--- config.mk ---
export PLATFORM = sky130hd
export DESIGN_NAME = rsa_key_derivation_unit
export DESIGN_NICKNAME = d
export VERILOG_FILES = /design/src/hw/rtl/rkd_pkg.sv /design/src/hw/rtl/rsa_key_derivation_unit.sv
export SDC_FILE = /design/constraint.sdc
export NUM_CORES = 2
export LEC_CHECK = 0
export ABC_AREA = 1
export BUFFER_PORTS_ARGS = -buffer_cell sky130_fd_sc_hd__buf_4
export CORE_MARGIN = 4
export CORE_UTILIZATION = 45
export DETAILED_ROUTE_END_ITERATION = 6
export PLACE_DENSITY_LB_ADDON = 0.12
export SYNTH_ARGS = -nofsm -noshare
export SYNTH_HDL_FRONTEND = slang
export SYNTH_SLANG_ARGS = --single-unit
--- constraint.sdc ---
create_clock -name aclk -period 7.7 [get_ports aclk]
set_input_delay 0.77 -clock aclk [delete_from_list [all_inputs] [get_ports aclk]]
set_output_delay 0.77 -clock aclk [all_outputs]
set_load 0.05 [all_outputs]
--- src/hw/rtl/rkd_pkg.sv ---
// Shared types and constants for the RSA key derivation unit.
// No dependencies.
package rkd_pkg;

    // Width of every result word on the output channel.
    localparam int unsigned OUT_WIDTH = 32;

    typedef enum logic [2:0] {
        ST_IDLE,
        ST_MUL_N,
        ST_MUL_PHI,
        ST_DIV_GCD,
        ST_DIV_Q,
        ST_K_INIT,
        ST_K_STEP,
        ST_DONE
    } rkd_state_t;

endpackage

--- src/hw/rtl/rsa_key_derivation_unit.sv ---
// Flow: when p or q is below 2, the two multiplies are followed directly by the output beat.
// Otherwise two multiplies (n, then phi), then the shared restoring divider runs every Euclid
// step of every candidate e plus one phi/e division, then the k search steps until s is zero.
// One key at a time: s_ready is high only while the sequencer is idle.
// Reset: synchronous, active-low aresetn clears the sequencer and the output valid.
// RSA key derivation top level: shared multiplier, shared divider, small sequencer.
// Depends on rkd_pkg.
module rsa_key_derivation_unit #(
    parameter int unsigned PRIME_WIDTH = 16
) (
    input  logic                              aclk,
    input  logic                              aresetn,
    input  logic                              s_valid,
    output logic                              s_ready,
    input  logic [PRIME_WIDTH-1:0]            s_prime_p,
    input  logic [PRIME_WIDTH-1:0]            s_prime_q,
    output logic                              m_valid,
    input  logic                              m_ready,
    output logic [rkd_pkg::OUT_WIDTH-1:0]     m_modulus,
    output logic [rkd_pkg::OUT_WIDTH-1:0]     m_public_exponent,
    output logic [rkd_pkg::OUT_WIDTH-1:0]     m_private_exponent,
    output logic                              m_bad_input
);
    import rkd_pkg::*;

    localparam int unsigned DW = 2 * PRIME_WIDTH;
    localparam int unsigned SW = DW + 1;
    localparam int unsigned CW = $clog2(DW);
    localparam logic [DW-1:0] ONE_DW = DW'(1);
    localparam logic [DW-1:0] TWO_DW = DW'(2);
    localparam logic [CW-1:0] CNT_LOAD = CW'(DW - 1);

    rkd_state_t state_reg, state_next;

    logic [PRIME_WIDTH-1:0] p_reg, p_next;
    logic [PRIME_WIDTH-1:0] q_reg, q_next;
    logic                   bad_reg, bad_next;
    logic [DW-1:0]          n_reg, n_next;
    logic [DW-1:0]          phi_reg, phi_next;
    logic [DW-1:0]          e_reg, e_next;
    logic [DW-1:0]          div_num_reg, div_num_next;
    logic [DW-1:0]          div_rem_reg, div_rem_next;
    logic [DW-1:0]          div_den_reg, div_den_next;
    logic [CW-1:0]          div_cnt_reg, div_cnt_next;
    logic [DW-1:0]          rem_e_reg, rem_e_next;
    logic [DW-1:0]          s_reg, s_next;
    logic [OUT_WIDTH-1:0]   quo_reg, quo_next;
    logic [OUT_WIDTH-1:0]   d_reg, d_next;

    logic                   m_valid_reg, m_valid_next;
    logic [OUT_WIDTH-1:0]   m_modulus_reg, m_modulus_next;
    logic [OUT_WIDTH-1:0]   m_pub_reg, m_pub_next;
    logic [OUT_WIDTH-1:0]   m_priv_reg, m_priv_next;
    logic                   m_bad_reg, m_bad_next;

    // shared multiplier
    logic [PRIME_WIDTH-1:0] mul_a, mul_b;
    logic [DW-1:0]          mul_prod;

    // shared restoring divider, one quotient bit per cycle
    logic [SW-1:0] rem_shift;
    logic [SW-1:0] rem_sub;
    logic          rem_ge;
    logic [DW-1:0] div_q_new;
    logic [DW-1:0] div_r_new;

    // k search adder
    logic [SW-1:0] k_add_a, k_add_b, k_sum, k_sum_sub;
    logic          k_wrap;
    logic [DW-1:0] k_mod;

    logic [63:0]   n_wide, e_wide, q_wide;

    always_comb begin
        if (state_reg == ST_MUL_N) begin
            mul_a = p_reg;
            mul_b = q_reg;
        end else begin
            mul_a = p_reg - PRIME_WIDTH'(1);
            mul_b = q_reg - PRIME_WIDTH'(1);
        end
        mul_prod = DW'(mul_a) * DW'(mul_b);
    end

    always_comb begin
        rem_shift = {div_rem_reg, div_num_reg[DW-1]};
        rem_ge    = rem_shift >= {1'b0, div_den_reg};
        rem_sub   = rem_shift - {1'b0, div_den_reg};
        div_r_new = rem_ge ? rem_sub[DW-1:0] : rem_shift[DW-1:0];
        div_q_new = {div_num_reg[DW-2:0], rem_ge};
    end

    // s tracks (k*rem + 1) mod e; a wrap adds one to the quotient part of d
    always_comb begin
        if (state_reg == ST_K_INIT) begin
            k_add_a = {1'b0, rem_e_reg};
            k_add_b = SW'(1);
        end else begin
            k_add_a = {1'b0, s_reg};
            k_add_b = {1'b0, rem_e_reg};
        end
        k_sum     = k_add_a + k_add_b;
        k_wrap    = k_sum >= {1'b0, e_reg};
        k_sum_sub = k_sum - {1'b0, e_reg};
        k_mod     = k_wrap ? k_sum_sub[DW-1:0] : k_sum[DW-1:0];
    end

    assign n_wide = 64'(n_reg);
    assign e_wide = 64'(e_reg);
    assign q_wide = 64'(div_q_new);

    always_comb begin
        state_next     = state_reg;
        p_next         = p_reg;
        q_next         = q_reg;
        bad_next       = bad_reg;
        n_next         = n_reg;
        phi_next       = phi_reg;
        e_next         = e_reg;
        div_num_next   = div_num_reg;
        div_rem_next   = div_rem_reg;
        div_den_next   = div_den_reg;
        div_cnt_next   = div_cnt_reg;
        rem_e_next     = rem_e_reg;
        s_next         = s_reg;
        quo_next       = quo_reg;
        d_next         = d_reg;
        m_valid_next   = m_valid_reg;
        m_modulus_next = m_modulus_reg;
        m_pub_next     = m_pub_reg;
        m_priv_next    = m_priv_reg;
        m_bad_next     = m_bad_reg;
        s_ready        = 1'b0;

        if (m_valid_reg && m_ready) begin
            m_valid_next = 1'b0;
        end

        unique case (state_reg)
            ST_IDLE: begin
                s_ready = 1'b1;
                if (s_valid) begin
                    p_next     = s_prime_p;
                    q_next     = s_prime_q;
                    bad_next   = (s_prime_p < PRIME_WIDTH'(2)) ||
                                 (s_prime_q < PRIME_WIDTH'(2));
                    state_next = ST_MUL_N;
                end
            end
            ST_MUL_N: begin
                n_next     = mul_prod;
                state_next = ST_MUL_PHI;
            end
            ST_MUL_PHI: begin
                phi_next     = mul_prod;
                e_next       = TWO_DW;
                div_num_next = mul_prod;
                div_rem_next = '0;
                div_den_next = TWO_DW;
                div_cnt_next = CNT_LOAD;
                state_next   = bad_reg ? ST_DONE : ST_DIV_GCD;
            end
            ST_DIV_GCD: begin
                div_num_next = div_q_new;
                div_rem_next = div_r_new;
                div_cnt_next = div_cnt_reg - CW'(1);
                if (div_cnt_reg == '0) begin
                    div_rem_next = '0;
                    div_cnt_next = CNT_LOAD;
                    if (div_r_new != '0) begin
                        // next Euclid step: gcd(den, rem)
                        div_num_next = div_den_reg;
                        div_den_next = div_r_new;
                    end else if (div_den_reg == ONE_DW) begin
                        // coprime: divide phi by e for quotient and remainder
                        div_num_next = phi_reg;
                        div_den_next = e_reg;
                        state_next   = ST_DIV_Q;
                    end else begin
                        e_next       = e_reg + ONE_DW;
                        div_num_next = phi_reg;
                        div_den_next = e_reg + ONE_DW;
                    end
                end
            end
            ST_DIV_Q: begin
                div_num_next = div_q_new;
                div_rem_next = div_r_new;
                div_cnt_next = div_cnt_reg - CW'(1);
                if (div_cnt_reg == '0) begin
                    quo_next   = q_wide[OUT_WIDTH-1:0];
                    rem_e_next = div_r_new;
                    state_next = ST_K_INIT;
                end
            end
            ST_K_INIT: begin
                s_next     = k_mod;
                d_next     = quo_reg + (k_wrap ? 32'd1 : 32'd0);
                state_next = ST_K_STEP;
            end
            ST_K_STEP: begin
                if (s_reg == '0) begin
                    state_next = ST_DONE;
                end else begin
                    s_next = k_mod;
                    d_next = d_reg + quo_reg + (k_wrap ? 32'd1 : 32'd0);
                end
            end
            ST_DONE: begin
                if (!m_valid_reg || m_ready) begin
                    m_valid_next   = 1'b1;
                    m_modulus_next = n_wide[OUT_WIDTH-1:0];
                    m_pub_next     = bad_reg ? '0 : e_wide[OUT_WIDTH-1:0];
                    m_priv_next    = bad_reg ? '0 : d_reg;
                    m_bad_next     = bad_reg;
                    state_next     = ST_IDLE;
                end
            end
            default: begin
                state_next = ST_IDLE;
            end
        endcase
    end

    always_ff @(posedge aclk) begin
        if (!aresetn) begin
            state_reg <= ST_IDLE;
        end else begin
            state_reg <= state_next;
        end
    end

    always_ff @(posedge aclk) begin
        if (!aresetn) begin
            m_valid_reg <= 1'b0;
        end else begin
            m_valid_reg <= m_valid_next;
        end
    end

    always_ff @(posedge aclk) begin
        p_reg         <= p_next;
        q_reg         <= q_next;
        bad_reg       <= bad_next;
        n_reg         <= n_next;
        phi_reg       <= phi_next;
        e_reg         <= e_next;
        div_num_reg   <= div_num_next;
        div_rem_reg   <= div_rem_next;
        div_den_reg   <= div_den_next;
        div_cnt_reg   <= div_cnt_next;
        rem_e_reg     <= rem_e_next;
        s_reg         <= s_next;
        quo_reg       <= quo_next;
        d_reg         <= d_next;
        m_modulus_reg <= m_modulus_next;
        m_pub_reg     <= m_pub_next;
        m_priv_reg    <= m_priv_next;
        m_bad_reg     <= m_bad_next;
    end

    assign m_valid            = m_valid_reg;
    assign m_modulus          = m_modulus_reg;
    assign m_public_exponent  = m_pub_reg;
    assign m_private_exponent = m_priv_reg;
    assign m_bad_input        = m_bad_reg;

endmodule

After elaboration in Yosys (flattened, before gate mapping)
Cells that the tools add are included.
Operators by class
  $mul: 1
  div/mod/pow operators: 0
  shift operators: 0
  mux-type cells: 38
  bitwise logic cells: 0
  $lt $le $gt $ge: 4
  equality and inequality tests: 16
  reductions and logical operators: 18
  add/subtract/negate cells: 10
Operators with widths (count)
  two-way mux 32 bit: 14
  case mux 32 bit (2 select lines): 4
  case mux 32 bit (3 select lines): 2
  >= comparator 33 x 32 -> 1 bit: 2
  adder 32 bit: 2
  subtractor 32 bit: 2
  adder 32 x 32 -> 33 bit: 1
  adder 32 x 1 -> 32 bit: 1
  adder 32 x 1 -> 32 bit (second input constant): 1
  equality test 32 x 1 -> 1 bit (second input constant): 1
  zero test 32 bit: 1
  < comparator 16 x 2 -> 1 bit (second input constant): 2
  multiplier 16 x 16 -> 32 bit: 1
  two-way mux 16 bit: 2
  nonzero test 32 bit: 1
  subtractor 16 x 1 -> 16 bit (second input constant): 2
  two-way mux 3 bit: 8
  case mux 3 bit (8 select lines): 1
  inequality test 2 bit (second input constant): 8
  case mux 5 bit (3 select lines): 1
  equality test 3 bit (second input constant): 4
  AND reduction 2 bit: 5
  AND reduction 7 bit: 1
  equality test 3 x 2 -> 1 bit (second input constant): 2
  other kinds (12): 18
Word-level totals
  memory bits (writable): 0
  flip-flop bits (word level): 459
  memory bits (read-only): 0
  input port bits: 36
  bits in latches: 0
  memories kept: 0
  output and inout bits: 99
  logic and storage cells: 107

Depth between registers and ports, before layout
  depth in word-level cells: 8
  depth in mapped cells: 45
  gate-level depth less buffers: 42

Worst setup path after synthesis
OpenSTA, ideal clock, no wires.
  kind: reg2reg
  from: register state_reg[2]
  to: register n_reg[25] (data pin)
  cell stages (with the launch flop): 35
  clock period less this slack: 7.656 ns
  setup time: 0.258 ns
  data arrival time: 7.398 ns
  setup slack: 0.044 ns
  data required time: 7.442 ns
  buffers on the path: 1
  path through: dfxtp_1 > nor2_1 > nand2_4 > inv_2 > nor2_1 > nand2_1 > nor2_1 > inv_1 > nor2_1 > nand3_1 > or2_2 > nor2_1 > nand2_1 > nand2_1 > clkbuf_1 > nand2_1 > fa_1 > fa_1 > fa_1 > inv_1 > fa_1 > fa_1 > inv_1 > fa_1 > inv_1 > ha_1 > nand2_1 > nor2_1 > inv_1 > o21bai_1 > a21oi_1 > o21ai_0 > a21oi_1 > or2_2 > and2_1
On the way
  word-level cells in the longest chain between the ends: 3
  elaborated cells on any way between the ends: 4
  those cells by class: mul (1); eq/ne (1); mux (2)
RTL lines
  from (decl): line rsa_key_derivation_unit.sv:33  | rkd_state_t state_reg, state_next;
  from (signal assigned): line rsa_key_derivation_unit.sv:229  | state_reg <= state_next;
  equality test 3 x 1 -> 1 bit *: line rsa_key_derivation_unit.sv:75  | if (state_reg == ST_MUL_N) begin
  two-way mux 16 bit: line rsa_key_derivation_unit.sv:75
  multiplier 16 x 16 -> 32 bit *: line rsa_key_derivation_unit.sv:82  | mul_prod = DW'(mul_a) * DW'(mul_b);
  via mul_prod[25]: line rsa_key_derivation_unit.sv:58  | logic [DW-1:0] mul_prod;
  to (signal assigned): line rsa_key_derivation_unit.sv:245  | n_reg <= n_next;
  to (decl): line rsa_key_derivation_unit.sv:38  | logic [DW-1:0] n_reg, n_next;
Mark *: on every way through the listed nets, which the timed path passes. The rest lies on a longest branch.
A chain may end at the register's enable or synchronous reset.

Worst setup path after layout
  from: register p_reg[1]
  to: register div_num_reg[30] (data pin)
On the way
  word-level cells in the longest chain between the ends: 4
RTL lines
  from (decl): line rsa_key_derivation_unit.sv:35  | logic [PRIME_WIDTH-1:0] p_reg, p_next;
  from (signal assigned): line rsa_key_derivation_unit.sv:242  | p_reg <= p_next;
  subtractor 16 x 1 -> 16 bit: line rsa_key_derivation_unit.sv:79  | mul_a = p_reg - PRIME_WIDTH'(1);
  two-way mux 16 bit *: line rsa_key_derivation_unit.sv:75
  multiplier 16 x 16 -> 32 bit *: line rsa_key_derivation_unit.sv:82
  via mul_prod[30]: line rsa_key_derivation_unit.sv:58
  case mux 32 bit (3 select lines) *: line rsa_key_derivation_unit.sv:139  | unique case (state_reg)
  via div_num_next[30]: line rsa_key_derivation_unit.sv:41  | logic [DW-1:0] div_num_reg, div_num_next;
  to (signal assigned): line rsa_key_derivation_unit.sv:248  | div_num_reg <= div_num_next;
  to (decl): line rsa_key_derivation_unit.sv:41
Marks and branches as above.

==> metrics <==
detailed-router iteration count before antenna repair 5; Final Skew 13.0 ps; Routed Wire Length 108000 um; Gate Count Post-Synth 4349; Slew @ Worst Pin 1130 ps; grt total ovfl 0; gpl congestion 0.930; Reg clk slew, reported paths 60 ps; Yosys warning total 0; largest net degree at the start of global routing 69; WL met2 46600 um; Storage cell area 13700 sq um; gr usage total 0.249; RSZ-0062 raised after global routing yes; top routing layer in use met5; Synth Cell Area 36500 sq um; worst skew pair latency 630 ps; CP max stage cell fa_1; DR WL/cell 18.7 um; mean post-synth cell area 8.38 sq um; I/O Pins 135; IO Port Bufs 134; ANT cells 0; Die Span X 293 um; clk sink count 459; Tightest Hold Check Type in -> reg; Startpoint Class flop; Yosys reg bits 459; Crit path largest cell delay 570 ps; count of final hold-check violations 0; Synth async-reset ratio 0; Yosys cell types 59; area of the multi-input gates 19700 sq um; Placement Cell Area 40000 sq um; Vias per Instance 5.15; first-pass GRT wire length 167000 um; Layout Cells excl Fill 5766; H-tree levels 2; Area Growth Syn to Fin 16.2%; CTS max path bufs 3; sequential element share of the synthesized area 0.377; Inst Count DP 5660; fmax 0.136 GHz; Iteration-0 DRC Markers 2509; Met1 Wirelength 50700 um; Setup CP Type reg -> reg; layout cells sized above 1 0.126; peak fanout along the critical path 6; Routed Antenna Nets 0; core area 80400 sq um; Rows 104; post-route cell area 42400 sq um; antenna violations before repair 1; Slew headroom 0.243; Detail Placement HPWL 85500 um; DR DRC count 0; Max-cap violations 0; final cycle utilization of the critical path 0.955; CP required 8050 ps; # setup viols final 0; routed wl met3 7630 um; EDFF count, synth 455; Final Slew Violations 0; Synthesized Nets 4820; Worst Setup End Kind flop; Filler cells 7634; Die Y 293 um; WP data arrival 7700 ps; vias in the first global route 29000; vias after detailed routing 29700; die area 85600 sq um; Nets 5133; post-route minimum period 7350 ps; CTS Buf Count 55; Initial Util 0.453; Top FF cell, synth edfxtp_1; outcome finished, final reports clean; TritonCTS clock tree yes; Root Driver clkbuf_16; Post-CTS Hold Fix Bufs 0
## worst paths after layout
path / startpoint / end / slack [ps] / cells after the start
hold / removal: s_prime_q[0] / q_reg[0] / 320 / 1
hold reg to reg: n_reg[16] / m_modulus[16] / 410 / 0
setup / recovery: p_reg[1] / div_num_reg[30] / 350 / 37
setup reg to reg: p_reg[1] / div_num_reg[30] / 350 / 37
## area by class of cell
class,instances,area share
multi-input cells,2995,0.465
clock inverters,41,0.0128
inverters,809,0.0717
clock buffers,60,0.0329
flip-flops and latches,459,0.324
well taps,1060,0.0313
repair buffers,342,0.0616
## repair_timing
item,4_1_cts,5_1_grt
setup endpoints to repair,1,68
pin swaps,0,38
buffers inserted,0,5
resized for setup,1,103
## per-stage QoR
step	util	setup slack, ps	TNS [ps]	hold slack, ps
after global routing	0.527	-51.1	-153	302
final	0.527	350	0	320
after CTS	0.521	68.1	0	287
after detailed placement	0.497	7.41	0	406
after floorplan	-	44.1	0	400
after global placement	0.497	-44.7	-44.7	402
## cells in the final DEF (no fill, tap or decap), types with 11 or more instances in the layout
cell       synthesis  layout
nand3b_1          20      20
mux2_2            23      23
o21ai_1           15      26
inv_2             10      14
nand3_1          118     114
nor3_1            54      49
nand4_1           37      37
and2_1            16      16
xnor2_1           73      72
nor2_2             5      13
o21ai_2           10      12
or2_0             22      22
a21oi_2           15      25
nand2_2            5      14
nand2_1         1023    1011
ha_1             236     224
buf_4              0     335
fa_1             199     196
bufinv_16          0      11
clkbuf_16          0      55
clkinv_1           6      18
nor2_1           454     441
o21ai_0          179     166
nor4_1            38      36
xor2_1            93      90
or2_2             13      13
inv_1            793     789
edfxtp_1         455     455
a31oi_1           22      18
a21oi_1          240     230
## cell families after synthesis
group | Yosys count | share of synthesized area
flops | 459 | 0.377
xor+xnor | 166 | 0.0399
fa+ha+maj | 435 | 0.190
mux | 23 | 0.00710
simple gates | 1821 | 0.207
compound gates | 550 | 0.0840
buf+inv | 895 | 0.0947
## layer usage
metal / up-vias / GRT usage
met5: - / 0
met4: 2 / 0.0665
met3: 132 / 0.0406
met2: 950 / 0.382
met1: 14000 / 0.368
li1: 14600 / -
## Yosys cell counts (4+ instances only)
cell      instances  area share
clkbuf_1         67      0.0069
or2_2            13      0.0022
nor3_1           54      0.0074
xor2_1           93       0.022
nor4_1           38      0.0065
nor2_1          454       0.047
o21ai_0         179       0.025
a22oi_1           6      0.0012
o21bai_1         10      0.0021
o21ai_1          15      0.0021
nand2_1        1023        0.11
or2_0            22      0.0038
nand3_1         118       0.016
a21o_1            9      0.0019
nand2_2           5     0.00086
nand3b_1         20      0.0041
mux2_2           23      0.0071
and2_1           16      0.0027
clkinv_1          6     0.00062
edfxtp_1        455        0.37
a21boi_0          8      0.0016
o21a_1            9      0.0019
a21oi_1         240       0.033
nor2_2            5     0.00086
dfxtp_1           4      0.0022
nand4_1          37      0.0063
fa_1            199        0.11
o211ai_1          9      0.0019
buf_6             4      0.0012
a31oi_1          22      0.0038
buf_2            11      0.0015
inv_2            10      0.0010
xnor2_1          73       0.018
inv_1           793       0.082
ha_1            236       0.081
a21oi_2          15      0.0036
o21ai_2          10      0.0024
## worst max-delay path, delay by kind of cell (launching register included)
| kind | cells | cell delay (ps) |
|---|---|---|
| compound gates | 3 | 440 |
| fa+ha+maj | 8 | 3340 |
| buf+inv | 8 | 450 |
| flops | 1 | 390 |
| xor+xnor | 1 | 130 |
| simple gates | 17 | 2320 |
Power is not shown: default switching activity piles up to over one toggle a cycle in this logic, so the estimate is an artifact.
